$ cat src/hdl/prfs_pkg.sv
// ----------------------------------------------------------------------------
// Path recorder flash saver package
// Shared widths, command codes and the front-to-back item type.
// ----------------------------------------------------------------------------
package prfs_pkg;

    localparam int MAX_POINTS_DEF  = 512;
    localparam int POINTS_PER_PAGE = 32;
    localparam int PAGE_BYTES      = POINTS_PER_PAGE * 8;
    localparam int ADDR_W          = 23;
    localparam int POS_W           = 24;
    localparam int THR_W           = 50;

    localparam logic [2:0] CMD_SAMPLE = 3'd0;
    localparam logic [2:0] CMD_ERASE  = 3'd1;
    localparam logic [2:0] CMD_SAVE   = 3'd2;
    localparam logic [2:0] CMD_TICK   = 3'd3;
    localparam logic [2:0] CMD_READ   = 3'd4;
    localparam logic [2:0] CMD_INIT   = 3'd5;

    localparam logic [1:0] CFG_THR   = 2'd0;
    localparam logic [1:0] CFG_BASE  = 2'd1;
    localparam logic [1:0] CFG_SECT  = 2'd2;
    localparam logic [1:0] CFG_MAGIC = 2'd3;

    localparam logic [1:0] FC_NONE  = 2'd0;
    localparam logic [1:0] FC_ERASE = 2'd1;
    localparam logic [1:0] FC_PROG  = 2'd2;

    typedef enum logic [1:0] {
        OP_IDLE  = 2'd0,
        OP_ERASE = 2'd1,
        OP_SAVE  = 2'd2
    } t_op;

    typedef enum logic [2:0] {
        SS_HDR   = 3'd0,
        SS_HPOLL = 3'd1,
        SS_PAGE  = 3'd2,
        SS_PPOLL = 3'd3,
        SS_MAGIC = 3'd4,
        SS_MPOLL = 3'd5
    } t_sub;

    typedef enum logic [1:0] {
        BK_IDLE  = 2'd0,
        BK_READ  = 2'd1,
        BK_EMIT  = 2'd2,
        BK_WORDS = 2'd3
    } t_bk_state;

    // Item handed from the front to the back. Status is taken after the step.
    typedef struct packed {
        logic [1:0]        kind;      // 0 single result, 1 read point, 2 page words
        logic [1:0]        fcmd;
        logic [ADDR_W-1:0] addr;
        logic [8:0]        len;
        logic [31:0]       data;
        logic              op_busy;
        logic              valid;
        logic [9:0]        count;
        logic              taken;
        logic [12:0]       first;     // first point index or read index
        logic [5:0]        chunk;     // points in the page
        logic              in_range;
    } t_item;

    localparam logic [1:0] K_SINGLE = 2'd0;
    localparam logic [1:0] K_READ   = 2'd1;
    localparam logic [1:0] K_PAGE   = 2'd2;

endpackage

$ cat src/hdl/prfs_fifo.sv
// ----------------------------------------------------------------------------
// Item queue
// Two-entry queue between front and back end.
// ----------------------------------------------------------------------------
module prfs_fifo
    import prfs_pkg::*;
(
    input  logic  i_clk,
    input  logic  i_rst_n,
    input  logic  i_valid,
    output logic  o_ready,
    input  t_item i_item,
    output logic  o_valid,
    input  logic  i_ready,
    output t_item o_item
);
    t_item      r_mem [2];
    logic       r_wp, r_rp;
    logic [1:0] r_cnt;

    assign o_ready = (r_cnt != 2'd2);
    assign o_valid = (r_cnt != 2'd0);
    assign o_item  = r_mem[r_rp];

    always_ff @(posedge i_clk) begin
        if (!i_rst_n) begin
            r_wp <= 1'b0; r_rp <= 1'b0; r_cnt <= '0;
        end else begin
            if (i_valid && o_ready) r_wp <= ~r_wp;
            if (o_valid && i_ready) r_rp <= ~r_rp;
            r_cnt <= r_cnt + 2'(i_valid && o_ready) - 2'(o_valid && i_ready);
        end
    end

    always_ff @(posedge i_clk) begin
        if (i_valid && o_ready) r_mem[r_wp] <= i_item;
    end
endmodule

$ cat config.mk
export PLATFORM = sky130hd
export DESIGN_NAME = prfs_fifo
export DESIGN_NICKNAME = d
export VERILOG_FILES = /design/src/hdl/prfs_pkg.sv /design/src/hdl/prfs_fifo.sv
export SDC_FILE = /design/constraint.sdc
export NUM_CORES = 1
export LEC_CHECK = 0
export BUFFER_PORTS_ARGS = -buffer_cell sky130_fd_sc_hd__buf_2
export CELL_PAD_IN_SITES_DETAIL_PLACEMENT = 2
export CELL_PAD_IN_SITES_GLOBAL_PLACEMENT = 2
export CORE_ASPECT_RATIO = 0.9
export CORE_MARGIN = 1.5
export CORE_UTILIZATION = 39
export CTS_CLUSTER_DIAMETER = 100
export DETAILED_ROUTE_END_ITERATION = 12
export PLACE_DENSITY_LB_ADDON = 0.1
export SETUP_SLACK_MARGIN = 0.02
export SYNTH_ARGS = -nofsm -noshare
export SYNTH_HDL_FRONTEND = slang
export SYNTH_SLANG_ARGS = --single-unit
$ cat constraint.sdc
create_clock -name i_clk -period 7.62 [get_ports i_clk]
set_clock_uncertainty 0.1 [all_clocks]
set_input_delay 1.524 -clock i_clk [delete_from_list [all_inputs] [get_ports i_clk]]
set_output_delay 1.524 -clock i_clk [all_outputs]
set_load 0.03 [all_outputs]
**Word level (Yosys, flattened, before mapping)**

Memories as Yosys holds them, arrays and structs flattened. A register that Yosys moved wholly into a read port is not among the register bits.
Index checks and enable logic that the tools add are counted.
Widths: inputs -> output; s select.

- Add/sub/neg operators: 2
- Multiply operators: 0
- Divide/modulo/power cells: 0
- Magnitude comparators: 0
- Equal/unequal tests: 1
- Shifts and indexed selects: 0
- Multiplexer cells: 4
- Bitwise logic cells: 2
- Reduce and logical (&&, ||, !) cells: 3

Operators by type and width:

| kind | number |
|---|---|
| $mux 1 | 4 |
| $add 2x1->2 | 1 |
| $logic_and 1x1->1 | 2 |
| $ne 2x2->1 const B | 1 |
| $not 1->1 | 2 |
| $reduce_bool 2->1 | 1 |
| $sub 2x1->2 | 1 |

- Register bits: 4
- Latch bits: 0
- Memory bits (writable): 202
- Memory bits (read-only): 0
- Bits of input ports: 105
- Output and inout bits: 103
- Logic and storage cells: 16
- Memories: 1

Memory list:

| name | words | width | read ports | clocked after Yosys merged registers in | write ports | line | RTL |
|---|---|---|---|---|---|---|---|
| r_mem | 2 | 101 | 1 | 1 | 1 | prfs_fifo.sv:17 | `t_item r_mem [2];` |

**Logic depth before layout (Yosys ltp)**

Gate-level depths: netlist of the first run.

- Word-level depth: 4
- Depth in mapped cells: 8
- Gate-level depth less buffers: 8

**Worst setup path before layout of the first run**

OpenSTA, ideal clock, no wires.

- Path type: in2reg
- Start: input port i_valid
- End: memory r_mem[0][0] (netlist bit) (enable)
- Setup time: 0.562 ns
- Data arrival time: 5.834 ns
- Data required time: 6.958 ns
- Slack: 1.124 ns
- Stages on the path: 2
- Buffers on the path: 0
- Cells stage by stage: nand2_1 > nor2_1

- Word-level cells in the longest chain between the ends: 3

RTL lines:

| what | line | RTL |
|---|---|---|
| start, declared | prfs_fifo.sv:10 | `input logic i_valid,` |
| $logic_and 1x1->1 | prfs_fifo.sv:36 | `if (i_valid && o_ready) r_mem[r_wp] <= i_item;` |
| $mux 1 | prfs_fifo.sv:36 |  |
| $mux 1 (not written as such) | prfs_fifo.sv:36 |  |
| end, declared | prfs_fifo.sv:17 |  |

Every way passes these cells.

==> metrics.csv, run 1 <==
metric,value,unit
final_util,49.42,%
relSlewSlack,34.28,%
coreArea,19990,sq um
netlist_area,7971,sq um
antenna_found_initial,3,
async_reset_ff_share,0,%
sw_frac_of_total,31.50,%
grt_max_degree,58,
synth_nets,445,
drive_gt1_share,59.86,%
critPathArrivalTime,3.00,ns
portBuffers,207,
ir_drop,0.1991,mV
root_buffer,clkbuf_16,
die_y,138.6,um
cts_tree,built,
final-setup-viol-count,0,
report.final.slew_viol_count,0,
vias,3890,
rsz0062_at_grt,no,
syn2layout_area_growth,23.92,%
overflow,0,
synth_edf_count,202,
worst_pin_slew,0.9858,ns
nNetsFinal,670,
post_drt_wl_per_cell,20.00,um
switchingPower,0.001130,W
fin_crit_sh,60.68,%
path_max_fanout,54,
synthDistinctLibCells,19,
clock_latency,0.49,ns
fin_setup_tns,0,ns
seq_area_frac_synth,77.35,%
hold_ws,0.4569,ns
ys_ff_latch,207,
drt-initial-drc-count,147,
post-cts-setup-buffers,0,
routed_wl,16.72,mm
p_total,0.003587,W
die-width,153.7,um
die-area,21310,sq um
drv_cap,0,
post_cts_resized,0,
fill_cells,1830,
hold_viol_final,0,
cp.required,6.00,ns
hpwl,11.27,mm
internal-power,0.002457,W
cts_sinks,207,
postCtsHoldBufs,0,
pwr-share-clk,28.5,%
r2r-start,r_cnt[0],
avgSynthCellArea,23.58,sq um
cts.reportedPaths.clkPinSlew,0.06,ns
grtUsageTotal,15.60,%
grt_pass1_wl,25.12,mm
status,"finished, final reports clean",
postRouteAntennaNets,0,
fin_ws,2.997,ns
drc,0,
p_per_area,363.1,nW/um^2
synth_cells,338,
crit_type,reg -> out,
min-delay-path-class,reg -> reg,
dpl_worst_slack,3.431,ns
viasPerCell,4.653,
clock_path_buffers,3,
pwr-share-seq,42.4,%
worstSetupStartpointType,flop,
worstHoldStart,r_wp,
drtPass1Iterations,4,
h-tree-depth,1,
num_rows,49,
gp_congestion,0.6497,
io_pins,208,
cts_buffers,23,
worst_setup_path_end_kind,output port,
leakagePower,3.852,nW
yosysWarnings,0,
grt_pass1_vias,4399,
start_util,39.88,%
period_minus_slack,4.623,ns
synth_top_flop_cell,edfxtp_1,
combPwrFrac,29.1,%
fmax,216.3,MHz
[worst max-delay path: stages, from the launching register on]
cell,delay (ns)
dfxtp_4,0.96
buf_4,0.89
mux2_2,0.42
buf_2,0.18
[path summary, 6_finish.rpt]
kind / to / slack (ns) / cells past startpoint
min: r_wp / 0.46 / 2
min reg2reg: r_wp / 0.46 / 2
max: o_item[8] / 3.00 / 3
max reg2reg: r_mem[1][30] / 5.19 / 3
[logic make-up (layout without fill, tap and decap cells)]
logic type	after synthesis	after routing	share of synthesized area, %
flops	207	207	77.35
mux	102	102	18.63
buf+inv	12	252	2.511
simple gates	11	11	0.7691
xor+xnor	3	3	0.3297
fa+ha+maj	2	2	0.3139
compound gates	1	1	0.09421
other cells	0	3	0
[cells in the mapped netlist, types with 2 or more instances]
cell type,number,area (sq um)
nand2b_1,2,12.51
buf_12,9,180.2
xnor2_1,3,26.28
edfxtp_1,202,6066
mux2_2,11,123.9
nand2_1,2,7.510
dfxtp_1,5,100.1
nor2b_1,2,12.51
ha_1,2,25.02
and2_1,2,12.51
mux2_4,90,1351
[power groups by stage]
stage,clock network [W],logic [W],registers (W)
CTS,0.00106,0.00107,0.00153
global route,0.00110,0.00111,0.00154
detailed placement,0,0.00106,0.00155
floorplan,0,0.000883,0.00150
finish,0.00102,0.00104,0.00152
global placement,0,0.00105,0.00153
[stage by stage]
stage	cells	instance area [sq um]
global route	833	9871
CTS	833	9871
floorplan	338	7971
global placement	793	9176
detailed placement	793	9176
finish	836	9878
[area by class of cell]
class	count	area [sq um]	area share, %
antenna	3	7.507	0.07600
clock buffer	32	629.4	6.371
clock inverter	8	65.06	0.6586
inverter	1	3.754	0.03800
multi-input combinational	119	1618	16.38
sequential	207	6170	62.46
tap	255	319.1	3.230
timing repair buffer	211	1066	10.79
[placed cells by master, fill, tap and decap left out, types with 2 or more instances in the layout]
master / n
buf_2: 207
edfxtp_1: 202
mux2_4: 90
clkbuf_16: 23
mux2_2: 11
clkbuf_1: 7
buf_4: 4
dfxtp_1: 4
diode_2: 3
xnor2_1: 3
clkinv_2: 3
clkinv_1: 3
nand2b_1: 2
nand2_1: 2
nor2b_1: 2
and2_1: 2
ha_1: 2
clkbuf_8: 2
[sequential cells by signal (all words and copies together), names as in the netlist, named ones only]
name	count
r_cnt	2
r_mem	202
r_rp	1
r_wp	1
[metal layers]
metal | wire, um | GRT usage [%] | up-vias | share of wire, %
met1 | 6553 | 18.16 | 1930 | 39
met3 | 1221 | 5.188 | 23 | 7.3
met5 | 0 | 0 | - | 0
li1 | - | - | 1800 | -
met4 | 342 | 3.832 | 0 | 2.0
met2 | 8603 | 27.77 | 137 | 51
No activity file was read; power rests on OpenSTA's default activity.
==> run 2, diff against run 1 <==
--- a/config.mk
+++ b/config.mk
@@ -10,7 +10,7 @@
 export CELL_PAD_IN_SITES_GLOBAL_PLACEMENT = 2
 export CORE_ASPECT_RATIO = 0.9
 export CORE_MARGIN = 1.5
-export CORE_UTILIZATION = 39
+export CORE_UTILIZATION = 35
 export CTS_CLUSTER_DIAMETER = 100
 export DETAILED_ROUTE_END_ITERATION = 12
 export PLACE_DENSITY_LB_ADDON = 0.1
==> constraint.sdc (replaced) <==
create_clock -name i_clk -period 3.7 [get_ports i_clk]
set_clock_uncertainty 0.1 [all_clocks]
set_input_delay 0.74 -clock i_clk [delete_from_list [all_inputs] [get_ports i_clk]]
set_output_delay 0.74 -clock i_clk [all_outputs]
set_load 0.03 [all_outputs]
==> run 2 against run 1 <==
  * Core utilization decreased by 5.2 points
  * Global-route usage decreased by 2.0 points
  * Power increased by 100%
  * Cell count increased by 4.7%
  * Combinational power increased by 110%
  * Sequential power increased by 100%
  * Via count unchanged
  * Register-to-register slack got worse by 3.4 ns
  * Clock-buffer cell count unchanged
  * Flip-flop and latch count unchanged
  * Critical endpoint is now o_item[3]
  * Non-clock buffer count increased by 2
  * Die area increased by 11%
==> metrics.csv, run 2 (synthesis gave the netlist of run 1 again) <==
metric,value,unit
cp.required,2.86,ns
die-width,162.1,um
root_buffer,clkbuf_16,
h-tree-depth,1,
cts.reportedPaths.clkPinSlew,0.06,ns
final_util,44.23,%
hold_viol_final,0,
gp_congestion,0.6702,
fin_crit_sh,82.00,%
post_drt_wl_per_cell,18.65,um
vias,3890,
period_minus_slack,3.034,ns
layout_commonest_cell,buf_2,
clock_path_buffers,3,
fin_setup_tns,0,ns
ir_drop,0.3625,mV
syn2layout_area_growth,24.55,%
worstHoldStart,i_item[93],
io_pins,208,
cts_tree,built,
top_regs,"r_mem (202), r_cnt (2)",
postCtsHoldBufs,0,
p_per_area,732.8,nW/um^2
viasPerCell,4.446,
num_rows,52,
largest_register_ffs,202,
grtUsageTotal,13.64,%
holdPathEnd,r_mem[1][93],
reg2reg_slack,1.81,ns
coreArea,22450,sq um
cts_sinks,207,
drc,0,
grt_pass1_vias,4358,
final-setup-viol-count,0,
largest-register,r_mem,
stdcell_area,9928,sq um
path_max_fanout,45,
overflow,0,
min_path_cells,1,
post-cts-setup-buffers,0,
crit_type,reg -> out,
nNetsFinal,672,
drv_cap,0,
postRouteAntennaNets,0,
routed_wl,16.32,mm
worstSetupStartpointType,flop,
start_util,35.51,%
fmax,329.6,MHz
drt-initial-drc-count,153,
seq_area,6170,sq um
leakagePower,3.844,nW
status,"finished, final reports clean",
relSlewSlack,61.89,%
antenna_found_initial,2,
drtPass1Iterations,4,
min-delay-path-class,in -> reg,
r2r-start,r_cnt[0],
die-area,23690,sq um
clock_latency,0.49,ns
fill_cells,2144,
multi_input_area,1618,sq um
grt_max_degree,65,
report.final.slew_viol_count,0,
grt_pass1_wl,24.80,mm
place_area,9294,sq um
r2r_cells,8,
die_y,146.2,um
r2r-end,r_cnt[1],
fin_ws,0.6660,ns
worst_pin_slew,0.5717,ns
critPathArrivalTime,2.19,ns
drive_gt1_share,59.34,%
antenna_cells,0,
portBuffers,207,
dpl_worst_slack,1.160,ns
worst_setup_path_end_kind,output port,
post_cts_resized,0,
rsz0062_at_grt,no,
hpwl,10.74,mm
cts_buffers,23,
most-common-layout-cells,"207 x buf_2, 202 x edfxtp_1, 90 x mux2_4",
run 2: cell types whose count changed in the layout (fill, tap and decap cells not counted):
| cell | change |
|---|---|
| buf_4 | -2 |
| buf_12 | +4 |
| clkinv_1 | +1 |
| clkbuf_8 | -2 |
| clkinv_4 | -1 |
| clkinv_2 | -1 |
| clkbuf_1 | +2 |
| diode_2 | -3 |
| bufinv_16 | -1 |
run 2: layout make-up:
type                            instances  share of cell area, %
Inverter                                1                0.03781
Clock inverter                          6                 0.2520
Sequential cell                       207                  62.14
Timing Repair Buffer                  213                  11.39
Multi-Input combinational cell        119                  16.29
Tap cell                              297                  3.743
Clock buffer                           32                  6.137
run 2: critical path, stage by stage, from the launching register on:
cell     delay (ns)
dfxtp_4        0.68
buf_12         0.38
mux2_2         0.39
buf_2          0.18
run 2: worst max path at each step:
stage                        endpoint  cells past startpoint
after floorplan           r_mem[0][0]                      3
after global placement      o_item[3]                      3
after detailed placement    o_item[9]                      3
after CTS                   o_item[3]                      3
after global routing        o_item[3]                      3
final                       o_item[3]                      3
run 2: per-layer routing:
metal	vias up	routed length [um]	part of all wire (%)	GRT usage, %
met5	-	25	0.15	0
met4	4	372	2.3	3.578
met1	1941	6524	40	16.50
met3	25	1110	6.8	4.006
met2	128	8288	51	23.78
li1	1792	-	-	-
run 2: power by group:
| group | total (W) | internal [W] | switching, W |
|---|---|---|---|
| Combinational | 0.00222 | 0.000879 | 0.00135 |
| Clock | 0.00197 | 0.00114 | 0.000832 |
| Sequential | 0.00308 | 0.00295 | 0.000135 |
| Total | 0.00728 | 0.00496 | 0.00231 |
run 2: stage by stage:
step                cells  total power, W  hold WS, ns
finish                875        0.007275       0.3343
global placement      837        0.005352       0.4090
detailed placement    837        0.005407       0.4354
CTS                   875        0.007424       0.3079
global route          875        0.007614       0.3066
floorplan             338        0.004883       0.3880
