`src/hdl/prfs_pkg.sv`:
```
// ----------------------------------------------------------------------------
// Path recorder flash saver package
// Shared widths, command codes and the front-to-back item type.
// ----------------------------------------------------------------------------
package prfs_pkg;

    localparam int MAX_POINTS_DEF  = 512;
    localparam int POINTS_PER_PAGE = 32;
    localparam int PAGE_BYTES      = POINTS_PER_PAGE * 8;
    localparam int ADDR_W          = 23;
    localparam int POS_W           = 24;
    localparam int THR_W           = 50;

    localparam logic [2:0] CMD_SAMPLE = 3'd0;
    localparam logic [2:0] CMD_ERASE  = 3'd1;
    localparam logic [2:0] CMD_SAVE   = 3'd2;
    localparam logic [2:0] CMD_TICK   = 3'd3;
    localparam logic [2:0] CMD_READ   = 3'd4;
    localparam logic [2:0] CMD_INIT   = 3'd5;

    localparam logic [1:0] CFG_THR   = 2'd0;
    localparam logic [1:0] CFG_BASE  = 2'd1;
    localparam logic [1:0] CFG_SECT  = 2'd2;
    localparam logic [1:0] CFG_MAGIC = 2'd3;

    localparam logic [1:0] FC_NONE  = 2'd0;
    localparam logic [1:0] FC_ERASE = 2'd1;
    localparam logic [1:0] FC_PROG  = 2'd2;

    typedef enum logic [1:0] {
        OP_IDLE  = 2'd0,
        OP_ERASE = 2'd1,
        OP_SAVE  = 2'd2
    } t_op;

    typedef enum logic [2:0] {
        SS_HDR   = 3'd0,
        SS_HPOLL = 3'd1,
        SS_PAGE  = 3'd2,
        SS_PPOLL = 3'd3,
        SS_MAGIC = 3'd4,
        SS_MPOLL = 3'd5
    } t_sub;

    typedef enum logic [1:0] {
        BK_IDLE  = 2'd0,
        BK_READ  = 2'd1,
        BK_EMIT  = 2'd2,
        BK_WORDS = 2'd3
    } t_bk_state;

    // Item handed from the front to the back. Status is taken after the step.
    typedef struct packed {
        logic [1:0]        kind;      // 0 single result, 1 read point, 2 page words
        logic [1:0]        fcmd;
        logic [ADDR_W-1:0] addr;
        logic [8:0]        len;
        logic [31:0]       data;
        logic              op_busy;
        logic              valid;
        logic [9:0]        count;
        logic              taken;
        logic [12:0]       first;     // first point index or read index
        logic [5:0]        chunk;     // points in the page
        logic              in_range;
    } t_item;

    localparam logic [1:0] K_SINGLE = 2'd0;
    localparam logic [1:0] K_READ   = 2'd1;
    localparam logic [1:0] K_PAGE   = 2'd2;

endpackage

```
`src/hdl/prfs_back.sv`:
```
// ----------------------------------------------------------------------------
// Path recorder back end
// Turns queued items into result transactions: status results, point reads
// and the word stream of a page program.
// ----------------------------------------------------------------------------
module prfs_back
    import prfs_pkg::*;
#(
    parameter int MAX_POINTS = MAX_POINTS_DEF,
    parameter int IDX_W = $clog2(MAX_POINTS)
) (
    input  logic              i_clk,
    input  logic              i_rst_n,
    input  logic              i_valid,
    output logic              o_ready,
    input  t_item             i_item,
    output logic [IDX_W-1:0]  o_raddr,
    input  logic [POS_W-1:0]  i_rx,
    input  logic [POS_W-1:0]  i_ry,
    output logic              o_valid,
    input  logic              i_ready,
    output logic [127:0]      o_data,
    output logic              o_last
);
    t_bk_state        r_st, n_st;
    t_item            r_it;
    logic [5:0]       r_j, n_j;
    logic             r_half, n_half;
    logic [POS_W-1:0] r_rx, r_ry;
    logic [IDX_W-1:0] r_ra, n_ra;
    logic             r_ovalid;
    logic [127:0]     r_odata, n_odata;
    logic             r_olast, n_olast;
    logic             load, capture, emit;

    assign o_valid = r_ovalid;
    assign o_data  = r_odata;
    assign o_last  = r_olast;
    assign o_raddr = n_ra;
    assign emit    = !r_ovalid || i_ready;

    function automatic logic [127:0] pack(t_item it, logic [31:0] d,
                                          logic [POS_W-1:0] x, logic [POS_W-1:0] y);
        return {1'b0, it.taken, y, x, it.count, it.valid, it.op_busy,
                d, it.len, it.addr, it.fcmd};
    endfunction

    always_comb begin
        n_st = r_st; n_j = r_j; n_half = r_half; n_ra = r_ra;
        n_odata = r_odata; n_olast = r_olast; load = 1'b0; capture = 1'b0;
        o_ready = 1'b0;
        case (r_st)
            BK_IDLE: begin
                o_ready = 1'b1;
                if (i_valid) begin
                    load = 1'b1;
                    n_ra = i_item.first[IDX_W-1:0];
                    n_j = '0; n_half = 1'b0;
                    case (i_item.kind)
                        K_READ: n_st = BK_READ;
                        K_PAGE: n_st = BK_READ;
                        default: n_st = BK_EMIT;
                    endcase
                end
            end
            BK_READ: begin
                capture = 1'b1;
                n_st = (r_it.kind == K_PAGE) ? BK_WORDS : BK_EMIT;
            end
            BK_EMIT: if (emit) begin
                n_odata = (r_it.kind == K_READ && r_it.in_range)
                          ? pack(r_it, r_it.data, r_rx, r_ry)
                          : pack(r_it, r_it.data, '0, '0);
                n_olast = 1'b1;
                n_st = BK_IDLE;
            end
            default: if (emit) begin
                n_odata = pack(r_it, r_half ? {{8{r_ry[POS_W-1]}}, r_ry}
                                            : {{8{r_rx[POS_W-1]}}, r_rx}, '0, '0);
                n_olast = r_half && (r_j + 1'b1 == r_it.chunk);
                n_half = ~r_half;
                if (r_half) begin
                    n_j = r_j + 1'b1;
                    n_ra = r_ra + 1'b1;
                    n_st = n_olast ? BK_IDLE : BK_READ;
                end
            end
        endcase
    end

    always_ff @(posedge i_clk) begin
        if (!i_rst_n) begin
            r_st <= BK_IDLE; r_ovalid <= 1'b0;
        end else begin
            r_st <= n_st;
            if ((r_st == BK_EMIT || r_st == BK_WORDS) && emit) r_ovalid <= 1'b1;
            else if (i_ready) r_ovalid <= 1'b0;
        end
    end

    always_ff @(posedge i_clk) begin
        if (load) r_it <= i_item;
        if (capture) begin r_rx <= i_rx; r_ry <= i_ry; end
        r_j <= n_j; r_half <= n_half; r_ra <= n_ra;
        r_odata <= n_odata; r_olast <= n_olast;
    end
endmodule

```
`config.mk`:
```
export PLATFORM = sky130hd
export DESIGN_NAME = prfs_back
export DESIGN_NICKNAME = d
export VERILOG_FILES = /design/src/hdl/prfs_pkg.sv /design/src/hdl/prfs_back.sv
export SDC_FILE = /design/constraint.sdc
export NUM_CORES = 1
export LEC_CHECK = 0
export BUFFER_PORTS_ARGS = -buffer_cell sky130_fd_sc_hd__buf_2
export CORE_ASPECT_RATIO = 0.6
export CORE_MARGIN = 2
export CORE_UTILIZATION = 28
export CTS_BUF_LIST = sky130_fd_sc_hd__clkbuf_8
export DETAILED_ROUTE_END_ITERATION = 8
export PLACE_DENSITY = 0.51
export SKIP_LAST_GASP = 1
export SYNTH_ARGS = -nofsm -noshare
export SYNTH_HDL_FRONTEND = slang
export SYNTH_SLANG_ARGS = --single-unit
```
`constraint.sdc`:
```
create_clock -name i_clk -period 16.33 [get_ports i_clk]
set_input_delay 1.633 -clock i_clk [delete_from_list [all_inputs] [get_ports i_clk]]
set_output_delay 1.633 -clock i_clk [all_outputs]
set_load 0.01 [all_outputs]
```
Word level (Yosys, flattened, before mapping)
Cells that the tools add are included.
Word-level totals
  memory bits (writable): 0
  logic and storage cells: 87
  bits in registers: 284
  memories: 0
  memory bits (read-only): 0
  latch bits: 0
  output and inout port bits: 140
Operators by class
  reduce and logical (&&, ||, !) cells: 19
  div/mod/pow operators: 0
  bitwise logic cells: 3
  magnitude comparators: 0
  add/sub/neg operators: 2
  mux-type cells: 33
  multiply operators: 0
  equal/unequal tests: 10
  shift-type cells: 0
Operators by type and width (number)
  128-bit 2-to-1 mux: 2
  128-bit case mux with 2 select lines: 1
  126-bit 2-to-1 mux: 1
  32-bit 2-to-1 mux: 1
  9-bit 2-to-1 mux: 3
  6-bit 2-to-1 mux: 3
  9-bit case mux with 2 select lines: 1
  1-bit 2-to-1 mux: 12
  6-bit case mux with 2 select lines: 1
  2-bit 2-to-1 mux: 5
  9-bit by 1-bit adder with 9-bit output (second input constant): 1
  2-bit equality test (second input constant): 4
  4-bit AND reduction: 2
  6-bit by 1-bit adder with 6-bit output (second input constant): 1
  2-bit by 1-bit equality test with 1-bit output (second input constant): 3
  6-bit equality test: 1
  2-bit case mux with 3 select lines: 1
  2-bit nonzero test: 3
  2-bit OR reduction: 3
  2-bit != test (second input constant): 2
  1-bit case mux with 2 select lines: 2
  4-bit nonzero test: 1
  1-bit logical AND: 3
  1-bit inverter: 3
  6 further kinds: 7

Longest topological paths before layout
Gate-level depths: netlist of run 1.
  depth after elaboration: 7
  gate-level depth with buffers: 8
  depth with buffers taken out: 7

Worst setup path after synthesis of run 1
OpenSTA, ideal clock, no wires.
  path kind: in2reg
  start point: input port i_ready
  end point: register r_odata[0], in the netlist o_data[0], enable pin
  data required time: 15.558 ns
  path slack: 5.097 ns
  cell stages on the path: 2
  library setup time: 0.772 ns
  data arrival time: 10.461 ns
  buffers on the path: 0
  path through: and2b_4 > nor3_1
On the way
  longest elaborated chain between the ends: 2
Ends and longest elaborated chain
  from (decl): line prfs_back.sv:21  | input logic i_ready,
  1-bit logical OR: line prfs_back.sv:40  | assign emit = !r_ovalid || i_ready;
  2-bit AND reduction (no line)
  to (signal assigned): line prfs_back.sv:105  | r_odata <= n_odata; r_olast <= n_olast;
  to (decl): line prfs_back.sv:32  | logic [127:0] r_odata, n_odata;
No other way between the ends.
A chain may end at the register's enable or synchronous reset.

Final worst setup path of run 1
  start point: input port i_ready
  end point: output port o_raddr[7]
On the way
  longest elaborated chain between the ends: 3
Ends and longest elaborated chain
  1-bit logical OR: line prfs_back.sv:40
  9-bit 2-to-1 mux: line prfs_back.sv:77  | default: if (emit) begin
  9-bit case mux with 2 select lines: line prfs_back.sv:52  | case (r_st)
  to (decl): line prfs_back.sv:17  | output logic [IDX_W-1:0] o_raddr,
No other way between the ends.

==> Implementation_results.wiki, run 1 <==
{| class="wikitable"
! Metric !! Value
|-
| Clock buffer count from CTS || 45
|-
| Critical Path RT || 14,700 ps
|-
| Setup ws final || 11,830 ps
|-
| Synth cell types || 40
|-
| Commonest cells in the netlist || sky130_fd_sc_hd__edfxtp_1, sky130_fd_sc_hd__and2_1, sky130_fd_sc_hd__nand2_1
|-
| Nets || 1,021
|-
| Worst setup path class || input port to output pin
|-
| Logic depth of the worst register-to-register path || 4
|-
| Worst reg-to-reg setup slack || 13,370 ps
|-
| Worst Hold Path Cells || 0
|-
| Unrepaired setup endpoints after global routing || no
|-
| Number of register bits inferred by synthesis || around 280
|-
| Final sum of negative setup slack || 0 ps
|-
| Post-CTS setup-driven buffer insertion count || 0
|-
| Maxcap violations || 0
|-
| Cell type with the largest total area after synthesis || sky130_fd_sc_hd__edfxtp_1
|-
| Largest net degree at the start of global routing || 72
|-
| Post-synth top flop || sky130_fd_sc_hd__edfxtp_1
|-
| Leading cell type by number of instances after synthesis || sky130_fd_sc_hd__edfxtp_1
|-
| Clock skew after layout || between 30 and 40 ps
|-
| Number of flops mapped to enable cells by yosys || between 200 and 300
|-
| Width of the die || 249 um
|-
| Leading cell types by total area after synthesis || sky130_fd_sc_hd__edfxtp_1, sky130_fd_sc_hd__and2_1, sky130_fd_sc_hd__mux2i_1, sky130_fd_sc_hd__dfxtp_1, sky130_fd_sc_hd__nand2_1
|-
| Endpoints failing setup || 0
|-
| Wire length on met1 || between 10 and 15 mm
|-
| Number of design rule violations left after detail routing || 22
|-
| Number of antenna violations at the first check in global routing || 5
|-
| Post-Route Hold Slack || about 410 ps
|-
| Final Util || 0.365
|-
| Asr flop ratio synth || 0
|-
| Synthesis-to-finish area growth || 27.9%
|-
| Critical hold path startpoint || r_it[86]
|-
| Count of nets left with antenna violations after detail routing || 0
|-
| Initial drt markers || 336
|-
| Result of the run || finished, violations left
|-
| Non-filler instance count after layout || 1,359
|-
| Die Footprint || 0.0375 mm2
|-
| Type of element capturing the critical path || output pin
|-
| Hold worst-path end || o_data[14]
|-
| P per Cell Area || between 200 and 250 mW/mm2
|-
| Hold WC Path Type || register to register
|-
| Root Buffer Master || sky130_fd_sc_hd__clkbuf_8
|-
| Mean number of vias per cell || about 4
|-
| Source-to-sink clock delay at the later pin of the worst-skew pair || 570 ps
|-
| Number of cells in the design after placement || 1,281
|-
| Worst-margin pin slew || 1120 ps
|-
| CTS tree || done
|-
| Yosys Warn Count || 0
|-
| Slew HR || 0.246
|-
| Router iterations before antenna repair || 6
|-
| Htree depth || 2
|-
| Top sig layer || met5
|-
| Placer Congestion || 0.766
|-
| Number of port buffers || between 200 and 300
|-
| Effective utilization at floorplan || 0.286
|-
| Final HPWL from detailed placement || between 15 and 20 mm
|-
| Final wirelength || 23.9 mm
|-
| Final hold vios || 0
|-
| Total leakage power || 4.96 nW
|-
| Core region area || about 0.035 mm2
|-
| Average cell area after synthesis || 18.6 um2
|-
| Final Cycle Share || 0.276
|-
| Total number of vias || 5,579
|-
| Sequential share of the synthesized area || 0.833
|-
| Number of global-route vias before repair || approximately 5,400
|-
| Total clock sinks || 283
|-
| Summed instance area of the synthesized netlist || between 0.01 and 0.015 mm2
|-
| Net count after synthesis || 701
|-
| Data arrival time of the critical path || 2870 ps
|-
| Startpoint of the lowest-slack register-to-register path || r_st[0]
|-
| Minimum clock period || approximately 4500 ps
|-
| Worst-case vdd ir drop || between 0.06 and 0.07 mV
|-
| Average wire length per cell after detail routing || 17.6 um
|-
| Site row count || 53
|-
| Worst setup slack after placement || 11,820 ps
|-
| Post-Synthesis Cells || 541
|-
| All-layer global routing usage || 0.123
|-
| Failing checks || design-rule violations
|-
| Number of gates resized after cts || 0
|-
| Kind of launch point of the worst setup path || input port
|-
| Area share of the largest cell type after synthesis || 0.809
|-
| Total global routing overflow || 0
|-
| Overall die height || 151 um
|-
| FMAX || between 200 and 250 MHz
|-
| Fraction of layout instances using a drive strength above 1 || 0.403
|-
| Critical path fanouts, max || 4
|-
| Max-slew violation count || 0
|-
| Clock transition at the register clock pins on the worst setup and hold paths after CTS || 60 ps
|-
| First-pass GRT wire length || between 30 and 40 mm
|-
| Metal3 WL || 1.83 mm
|-
| Met2 WL post-DR || approximately 10 mm
|-
| Number of buffers inserted by hold repair at cts || 0
|-
| Endpoint of the most critical register-to-register path || r_it[0]
|-
| Number of ports placed on the die boundary || just under 300
|-
| Largest buffer count on any clock path || 3
|}
==> critical path, cell delays in order <==
cell and delay (ps):
sky130_fd_sc_hd__buf_2 80, sky130_fd_sc_hd__and2b_4 200, sky130_fd_sc_hd__nor4b_4 310, sky130_fd_sc_hd__nand3_1 140, sky130_fd_sc_hd__xor2_1 160, sky130_fd_sc_hd__a21oi_1 190
sky130_fd_sc_hd__buf_2 160
==> per-stage QoR <==
| step | power (mW) | area [um2] |
|---|---|---|
| floorplan | 1.78 | 10100 |
| global placement | 2.06 | 12000 |
| detailed placement | 2.07 | 12000 |
| CTS | 2.65 | 12900 |
| global route | 2.76 | 12900 |
| finish | 2.59 | 12900 |
==> area by class of cell <==
cell class / count / area [um2]
clock buffers: 46 / 633
diodes: 4 / 10.0
multi-input cells: 233 / 1580
clock inverters: 28 / 171
repair buffers: 294 / 1490
well taps: 467 / 584
inverters: 4 / 15.0
fillers: 3394 / 22400
flip-flops and latches: 283 / 8380
==> worst max path at each step <==
stage                       start    endpoint  slack, ps  cells past startpoint
after global routing      i_ready  o_raddr[7]      11720                      7
after CTS                 i_ready  o_raddr[7]      11820                      7
after floorplan           i_ready   o_data[0]       5100                      2
after global placement    i_ready  o_raddr[7]      11820                      7
after detailed placement  i_ready  o_raddr[7]      11820                      7
final                     i_ready  o_raddr[7]      11830                      7
==> placed cells by master, fill, tap and decap left out, types with 5 or more instances in the layout <==
master                     count
sky130_fd_sc_hd__nand2_1      33
sky130_fd_sc_hd__o21ai_0      24
sky130_fd_sc_hd__dfxtp_1      12
sky130_fd_sc_hd__nor2_1       16
sky130_fd_sc_hd__a21oi_1       7
sky130_fd_sc_hd__buf_4         7
sky130_fd_sc_hd__mux2i_1      28
sky130_fd_sc_hd__xor2_1        9
sky130_fd_sc_hd__nand3_1       6
sky130_fd_sc_hd__a21o_1        9
sky130_fd_sc_hd__edfxtp_1    271
sky130_fd_sc_hd__xnor2_1       7
sky130_fd_sc_hd__buf_2       287
sky130_fd_sc_hd__a221oi_1      7
sky130_fd_sc_hd__clkbuf_8     46
sky130_fd_sc_hd__ha_1          5
sky130_fd_sc_hd__inv_1        14
sky130_fd_sc_hd__clkinv_1     10
sky130_fd_sc_hd__and2_1       49
==> logic make-up (layout without fill, tap and decap cells) <==
family,after synthesis,count (layout),share of synthesized area
AOI/OAI and AO/OA,56,56,0.0353
DFF,283,283,0.833
muxes,29,29,0.0290
buffers and inverters,25,372,0.0113
other,1,5,0.000373
adders and majority gates,7,7,0.00871
xor gates and xnor gates,17,17,0.0162
and+or+nand+nor,123,123,0.0663
==> report_power, final <==
group,internal (mW),switching [mW],total (mW)
clock,0.292,0.276,0.567
combinational,0.244,0.509,0.752
sequential,1.19,0.0874,1.28
==> layer usage <==
layer  vias to the layer above  track usage
li1                       2690            -
met1                      2657        0.175
met2                       178        0.174
met3                        50       0.0428
met4                         4       0.0394
met5                         -            0
==> state kept, by name, indices dropped and copies added (netlist names) <==
register and count:
r_ra 9, r_j 6, o_last 1, r_ry 24
o_valid 1, o_data 127, r_it 88, r_st 2
r_rx 24, r_half 1
Note: power is estimated with default switching activity, not from simulation.
==> run 2: changes to the inputs <==
--- a/config.mk
+++ b/config.mk
@@ -11,7 +11,7 @@
 export CORE_UTILIZATION = 28
 export CTS_BUF_LIST = sky130_fd_sc_hd__clkbuf_8
 export DETAILED_ROUTE_END_ITERATION = 8
-export PLACE_DENSITY = 0.51
+export PLACE_DENSITY = 0.53
 export SKIP_LAST_GASP = 1
 export SYNTH_ARGS = -nofsm -noshare
 export SYNTH_HDL_FRONTEND = slang
==> constraint.sdc (replaced) <==
create_clock -name i_clk -period 3.9 [get_ports i_clk]
set_input_delay 0.39 -clock i_clk [delete_from_list [all_inputs] [get_ports i_clk]]
set_output_delay 0.39 -clock i_clk [all_outputs]
set_load 0.01 [all_outputs]
==> run 2 against run 1 <==
Effect of this change:
- the run still ends with design-rule violations left
- flip-flop and latch count did not move
- final cell count increased by 10%
- non-clock buffer count rose by 133
- clock power grew to 4.8 times the previous value
- wire length grew 7.0%
- critical path depth is 2 lower
- hold slack worse by 360 ps
- largest power group unchanged
- power grew to 4.4 times the previous value
==> Implementation_results.wiki, run 2 (synthesis results as in run 1) <==
{| class="wikitable"
! Metric !! Value
|-
| Result of the run || finished, violations left
|-
| Failing checks || design-rule violations
|-
| Commonest cells after routing, fill and taps aside || sky130_fd_sc_hd__buf_2, sky130_fd_sc_hd__edfxtp_1, sky130_fd_sc_hd__dlygate4sd3_1
|-
| Site row count || 53 (unchanged)
|-
| Maxcap violations || 0 (unchanged)
|-
| P per Cell Area || 794 mW/mm2 (+290%)
|-
| Placer Congestion || 0.748 (-2.3%)
|-
| Total global routing overflow || 0 (unchanged)
|-
| Storage cell area || 0.00838 mm2 (about the same)
|-
| Width of the die || 249 um (unchanged)
|-
| Source-to-sink clock delay at the later pin of the worst-skew pair || 560 ps (about the same)
|-
| Worst setup path class || register to output pin
|-
| Hold WC Path Type || input port to register
|-
| Total cell area at the placement stage || 0.0121 mm2 (+0.36%)
|-
| Largest net degree at the start of global routing || 72 (unchanged)
|-
| Synthesis-to-finish area growth || 43.0%
|-
| Core region area || 0.0352 mm2 (unchanged)
|-
| Critical Path RT || 3510 ps (-11,190 ps)
|-
| Number of port buffers || 287 (unchanged)
|-
| Number of gates resized after cts || 0 (unchanged)
|-
| Data arrival time of the critical path || 2540 ps (-330 ps)
|-
| Kind of launch point of the worst setup path || register
|-
| Endpoints failing setup || 0 (unchanged)
|-
| Worst-case vdd ir drop || 0.372 mV (+450%)
|-
| Total number of vias || 6,128 (+9.8%)
|-
| Clock buffer count from CTS || 45 (unchanged)
|-
| Critical path fanouts, max || 19 (+15)
|-
| Mean number of vias per cell || 4.10 (-0.15%)
|-
| Type of element capturing the critical path || output pin
|-
| Nets || 1,154 (+13%)
|-
| Number of ports placed on the die boundary || 293 (unchanged)
|-
| Slew HR || 0.308 (+0.0621)
|-
| Leading cell type in the layout, fill and taps excluded || sky130_fd_sc_hd__buf_2
|-
| Worst reg-to-reg setup slack || 1550 ps (-11,820 ps)
|-
| Largest buffer count on any clock path || 3 (unchanged)
|-
| Final Cycle Share || 0.750
|-
| Total clock sinks || 283 (unchanged)
|-
| Area taken by multi-input logic gates || 0.00161 mm2 (+1.8%)
|-
| Minimum clock period || slightly below 3000 ps
|-
| Post-CTS setup-driven buffer insertion count || 0 (unchanged)
|-
| Overall die height || 151 um (unchanged)
|-
| FMAX || 342 MHz
|-
| Final hold vios || 0 (unchanged)
|-
| Fraction of layout instances using a drive strength above 1 || 0.359 (-0.0442)
|-
| Final instance area || 0.0144 mm2 (+12%)
|-
| Effective utilization at floorplan || 0.286 (unchanged)
|-
| Router iterations before antenna repair || 7 (+1)
|-
| Number of global-route vias before repair || 6,288 (+16%)
|-
| Max-slew violation count || 0 (unchanged)
|-
| Count of nets left with antenna violations after detail routing || 0 (unchanged)
|-
| Average wire length per cell after detail routing || 17.1 um (-2.7%)
|-
| Final Util || 0.408 (+0.0432)
|-
| Post-Route Hold Slack || 56.9 ps (-356 ps)
|-
| Htree depth || 2 (unchanged)
|-
| Die Footprint || 0.0375 mm2 (unchanged)
|-
| Root Buffer Master || sky130_fd_sc_hd__clkbuf_8
|-
| Antenna Diode Count || 0 (-4)
|-
| Filler Cell Count || 3,274 (-3.5%)
|-
| Clock transition at the register clock pins on the worst setup and hold paths after CTS || 60 ps (about the same)
|-
| Number of buffers inserted by hold repair at cts || 134 (+134)
|-
| Number of design rule violations left after detail routing || 12 (-45%)
|-
| All-layer global routing usage || 0.133 (+0.00987)
|-
| Initial drt markers || 308 (-8.3%)
|-
| Unrepaired setup endpoints after global routing || no
|-
| Worst-margin pin slew || 1030 ps (-92.4 ps)
|-
| Final HPWL from detailed placement || 16.2 mm (+1.1%)
|-
| Total leakage power || 5.61 nW (+13%)
|-
| CTS tree || done
|-
| Flip-flop count of the largest register, all copies and words added || 127 (unchanged)
|-
| Clock skew after layout || 24.9 ps (-9.62 ps)
|-
| First-pass GRT wire length || 37.4 mm (+8.9%)
|-
| Number of antenna violations at the first check in global routing || 0 (-5)
|-
| Overall power || 11.4 mW (+340%)
|-
| Final wirelength || 25.6 mm (+7.0%)
|}
## run 2: cell count changes in the layout (fill, tap and decap cells not counted), sizes merged, moves of 4 or more
cell,before,now
bufinv,2,6
clkinv,14,10
diode,4,0
inv,15,20
dlygate4sd3,0,134
## run 2: where the power goes
group	total, mW	internal, mW	switching [mW]
Combinational	3.35	1.15	2.20
Sequential	5.37	4.98	0.384
Clock	2.71	1.52	1.19
## run 2: worst max-delay path, cell delays in order (launching register included)
cell and delay [ps]:
sky130_fd_sc_hd__dfxtp_4 390, sky130_fd_sc_hd__ha_1 610, sky130_fd_sc_hd__inv_1 240, sky130_fd_sc_hd__and2_1 220, sky130_fd_sc_hd__a221o_1 370, sky130_fd_sc_hd__buf_2 150
## run 2: path summary, 6_finish.rpt
path / endpoint / cells after the start / startpoint
worst max-delay path: o_raddr[3] / 5 / r_st[0]
worst min-delay path: r_it[48] / 1 / i_item[48]
worst min register to register: o_data[8] / 0 / r_it[80]
worst max register to register: r_j[1] / 5 / r_st[0]
## run 2: stage by stage
step	TNS [ps]	worst slack, ps	cells
finish	0	974	1495
global route	0	774	1495
CTS	0	868	1495
detailed placement	0	1510	1280
global placement	0	1550	1280
floorplan	-46990	-367	541
## run 2: area by class of cell
class,instances,area share
clock buffers,47,0.0450
clock inverters,34,0.0211
inverters,4,0.00139
multi-input cells,233,0.112
flip-flops and latches,283,0.583
well taps,467,0.0406
repair buffers,427,0.197
## run 2: layer usage
| metal | global-route usage | up-vias | share of wire |
|---|---|---|---|
| li1 | - | 2956 | - |
| met4 | 0.0412 | 0 | 0.018 |
| met2 | 0.213 | 167 | 0.48 |
| met1 | 0.175 | 2964 | 0.44 |
| met3 | 0.0376 | 41 | 0.059 |
| met5 | 0 | - | 0 |
==> run 3: changes to the inputs <==
==> constraint.sdc (replaced) <==
create_clock -name i_clk -period 2.6 [get_ports i_clk]
set_input_delay 0.26 -clock i_clk [delete_from_list [all_inputs] [get_ports i_clk]]
set_output_delay 0.26 -clock i_clk [all_outputs]
set_load 0.01 [all_outputs]
==> run 3 against run 2 <==
Effect of this change:
- die area did not move
- register-to-register slack got worse by 900 ps
- sequential power rose by 49%
- highest routed layer unchanged
- critical path type unchanged
- via count rose by 1.2%
- the run still ends with design-rule violations left
- utilization rose by 0.16 points
- count of clock-buffer cells in the layout fell by 1
- design area rose by 0.40%
==> Implementation_results.wiki, run 3 (synthesis results as in run 1) <==
{| class="wikitable"
! Metric !! Value
|-
| Worst-path cell chain || inv_4 > ha_4 > nand2b_1 > nor2b_2 > mux2i_1 > a221o_1 > buf_2
|-
| P per Cell Area || 1170 mW/mm2 (+47%)
|-
| Final wirelength || 25.8 mm (+0.79%)
|-
| Number of design rule violations left after detail routing || 9 (-3)
|-
| FMAX || slightly above 400 MHz
|-
| Htree depth || 2 (unchanged)
|-
| Nets || 1,172 (+1.6%)
|-
| Portion of total power attributed to combinational logic || 0.311 (+0.018)
|-
| Average wire length per cell after detail routing || 17.1 um (-0.27%)
|-
| Number of global-route vias before repair || 6,356 (+1.1%)
|-
| Flip-flop count of the largest register, all copies and words added || 127 (unchanged)
|-
| Worst-case vdd ir drop || 0.799 mV (+110%)
|-
| Total clock sinks || 283 (unchanged)
|-
| Number of ports placed on the die boundary || 293 (unchanged)
|-
| Final HPWL from detailed placement || 16.3 mm (+0.44%)
|-
| Kind of launch point of the worst setup path || register
|-
| Combined buffer and inverter count along the critical path || 2 (unchanged)
|-
| Number of antenna violations at the first check in global routing || 2 (+2)
|-
| Source-to-sink clock delay at the later pin of the worst-skew pair || 570 ps (about the same)
|-
| Total leakage power || 5.63 nW (+0.25%)
|-
| Total cell area at the placement stage || 0.0122 mm2 (+0.52%)
|-
| Worst setup slack after placement || 604 ps (-908 ps)
|-
| Worst setup path class || register to output pin
|-
| Die Footprint || 0.0375 mm2 (unchanged)
|-
| Largest net degree at the start of global routing || 76 (+5.6%)
|-
| Endpoints failing setup || 0 (unchanged)
|-
| Post-Route Hold Slack || 75.0 ps (+18.1 ps)
|-
| Non-filler instance count after layout || 1,511 (+1.1%)
|-
| Clock transition at the register clock pins on the worst setup and hold paths after CTS || 60 ps (about the same)
|-
| Final Cycle Share || 0.944
|-
| Width of the die || 249 um (unchanged)
|-
| Result of the run || finished, violations left
|-
| Commonest cells after routing, fill and taps aside || sky130_fd_sc_hd__buf_2, sky130_fd_sc_hd__edfxtp_1, sky130_fd_sc_hd__dlygate4sd3_1
|-
| Data arrival time of the critical path || 2190 ps (-350 ps)
|-
| Fraction of layout instances using a drive strength above 1 || 0.356 (-0.00324)
|-
| Number of port buffers || 287 (unchanged)
|-
| Worst-margin pin slew || 904 ps (-127 ps)
|-
| Internal power consumption || 11.2 mW (+46%)
|-
| Count of nets left with antenna violations after detail routing || 0 (unchanged)
|-
| Overall die height || 151 um (unchanged)
|-
| Slowest-stage cell, CP || sky130_fd_sc_hd__dfxtp_2
|-
| First-pass GRT wire length || 37.2 mm (-0.52%)
|-
| Share of power burned in registers || 0.476 (+0.006)
|-
| Final sum of negative setup slack || 0 ps (unchanged)
|-
| Core region area || 0.0352 mm2 (unchanged)
|-
| Clock skew after layout || 28.8 ps (+3.87 ps)
|-
| Site row count || 53 (unchanged)
|-
| Unrepaired setup endpoints after global routing || no
|-
| Share of power burned in the clock network || 0.213 (-0.024)
|-
| Top delay family on crit path || flip-flops
|-
| Maxcap violations || 0 (unchanged)
|-
| Total global routing overflow || 0 (unchanged)
|-
| All-layer global routing usage || 0.132 (-0.000859)
|-
| CTS tree || done
|-
| Root Buffer Master || sky130_fd_sc_hd__clkbuf_8
|-
| CP max stage delay || 380 ps (-230 ps)
|-
| Type of element capturing the critical path || output pin
|-
| Total number of vias || 6,199 (+1.2%)
|-
| Synthesis-to-finish area growth || 43.6%
|-
| Hold WC Path Type || input port to register
|-
| Slew HR || 0.398 (+0.0898)
|-
| Fraction of power spent switching nets || 0.337 (+0.00714)
|-
| Switching power of the nets || 5.68 mW (+51%)
|-
| Effective utilization at floorplan || 0.286 (unchanged)
|-
| Router iterations before antenna repair || 8 (+1)
|-
| Initial drt markers || 277 (-10%)
|-
| Largest buffer count on any clock path || 3 (unchanged)
|-
| Final hold vios || 0 (unchanged)
|-
| Final instance area || 0.0144 mm2 (+0.40%)
|-
| Mean number of vias per cell || 4.10 (about the same)
|-
| Critical path fanouts, max || 17 (-2)
|-
| Setup ws final || 146 ps (-827 ps)
|-
| Critical Path RT || 2340 ps (-1170 ps)
|-
| Failing checks || design-rule violations
|-
| Number of cells in the design after placement || 1,285 (+0.39%)
|-
| Minimum clock period || ~2500 ps
|-
| Leading cell type in the layout, fill and taps excluded || sky130_fd_sc_hd__buf_2
|-
| Clock buffer count from CTS || 45 (unchanged)
|-
| Placer Congestion || 0.761 (+1.8%)
|-
| Max-slew violation count || 0 (unchanged)
|}
-- run 3: cell count changes in the layout (fill, tap and decap cells not counted), sizes merged --
| cell | previous run | this run |
|---|---|---|
| dlygate4sd3 | 134 | 144 |
| clkinv | 10 | 18 |
| buf | 293 | 300 |
| bufinv | 6 | 2 |
| inv | 20 | 16 |
| clkinvlp | 2 | 0 |
| and2 | 50 | 51 |
| clkbuf | 47 | 46 |
| diode | 0 | 1 |
-- run 3: power groups by stage --
stage	sequential, mW	combinational (mW)	clock, mW
finish	8.02	5.24	3.59
detailed placement	8.10	5.14	0
floorplan	8.22	2.14	0
CTS	8.03	5.34	3.78
global placement	8.06	5.11	0
global route	8.20	5.75	3.97
-- run 3: layout make-up --
class                           instances  area, um2
Fill cell                            3268      20800
Sequential cell                       283       8380
Timing Repair Buffer                  444       3010
Multi-Input combinational cell        234       1620
Clock buffer                           46        633
Tap cell                              467        584
Clock inverter                         32        183
Inverter                                4       20.0
Antenna cell                            1       2.50
-- run 3: path summary, 6_finish.rpt --
check | from | to | slack (ps) | cells past startpoint
worst max register to register | r_j[0] | r_st[0] | 650 | 6
worst min-delay path | i_item[12] | r_ra[5] | 80 | 3
worst min register to register | r_it[96] | o_data[24] | 400 | 0
worst max-delay path | r_st[1] | o_raddr[3] | 150 | 7
-- run 3: metal layers --
metal	part of all wire	vias up	wire [um]	GRT usage
li1	-	2988	-	-
met1	0.44	2979	11200	0.170
met2	0.48	180	12400	0.214
met3	0.063	52	1620	0.0395
met4	0.022	0	563	0.0442
met5	0	-	0	0
-- run 3: repair_timing --
item | 4_1_cts | 5_1_grt
pin swaps | 1 | 1
cloned | 0 | 1
resized for setup | 0 | 2
hold buffers | 144 | 0
hold endpoints to repair | 146 | 0
buffers inserted | 0 | 2
setup endpoints to repair | 1 | 8
-- run 3: worst register-to-register path, cell delays in order, from the launching register on --
cell and delay, ps:
sky130_fd_sc_hd__edfxtp_1 470, sky130_fd_sc_hd__ha_1 360, sky130_fd_sc_hd__xnor2_1 150, sky130_fd_sc_hd__nand2_1 70, sky130_fd_sc_hd__a211oi_1 260, sky130_fd_sc_hd__nand4_1 200, sky130_fd_sc_hd__o311a_1 320
-- run 3: through the flow --
stage / total power [mW] / utilization
after CTS: 17.1 / 0.409
after global placement: 13.2 / 0.345
after detailed placement: 13.2 / 0.345
after floorplan: 10.4 / -
final: 16.8 / 0.410
after global routing: 17.9 / 0.410
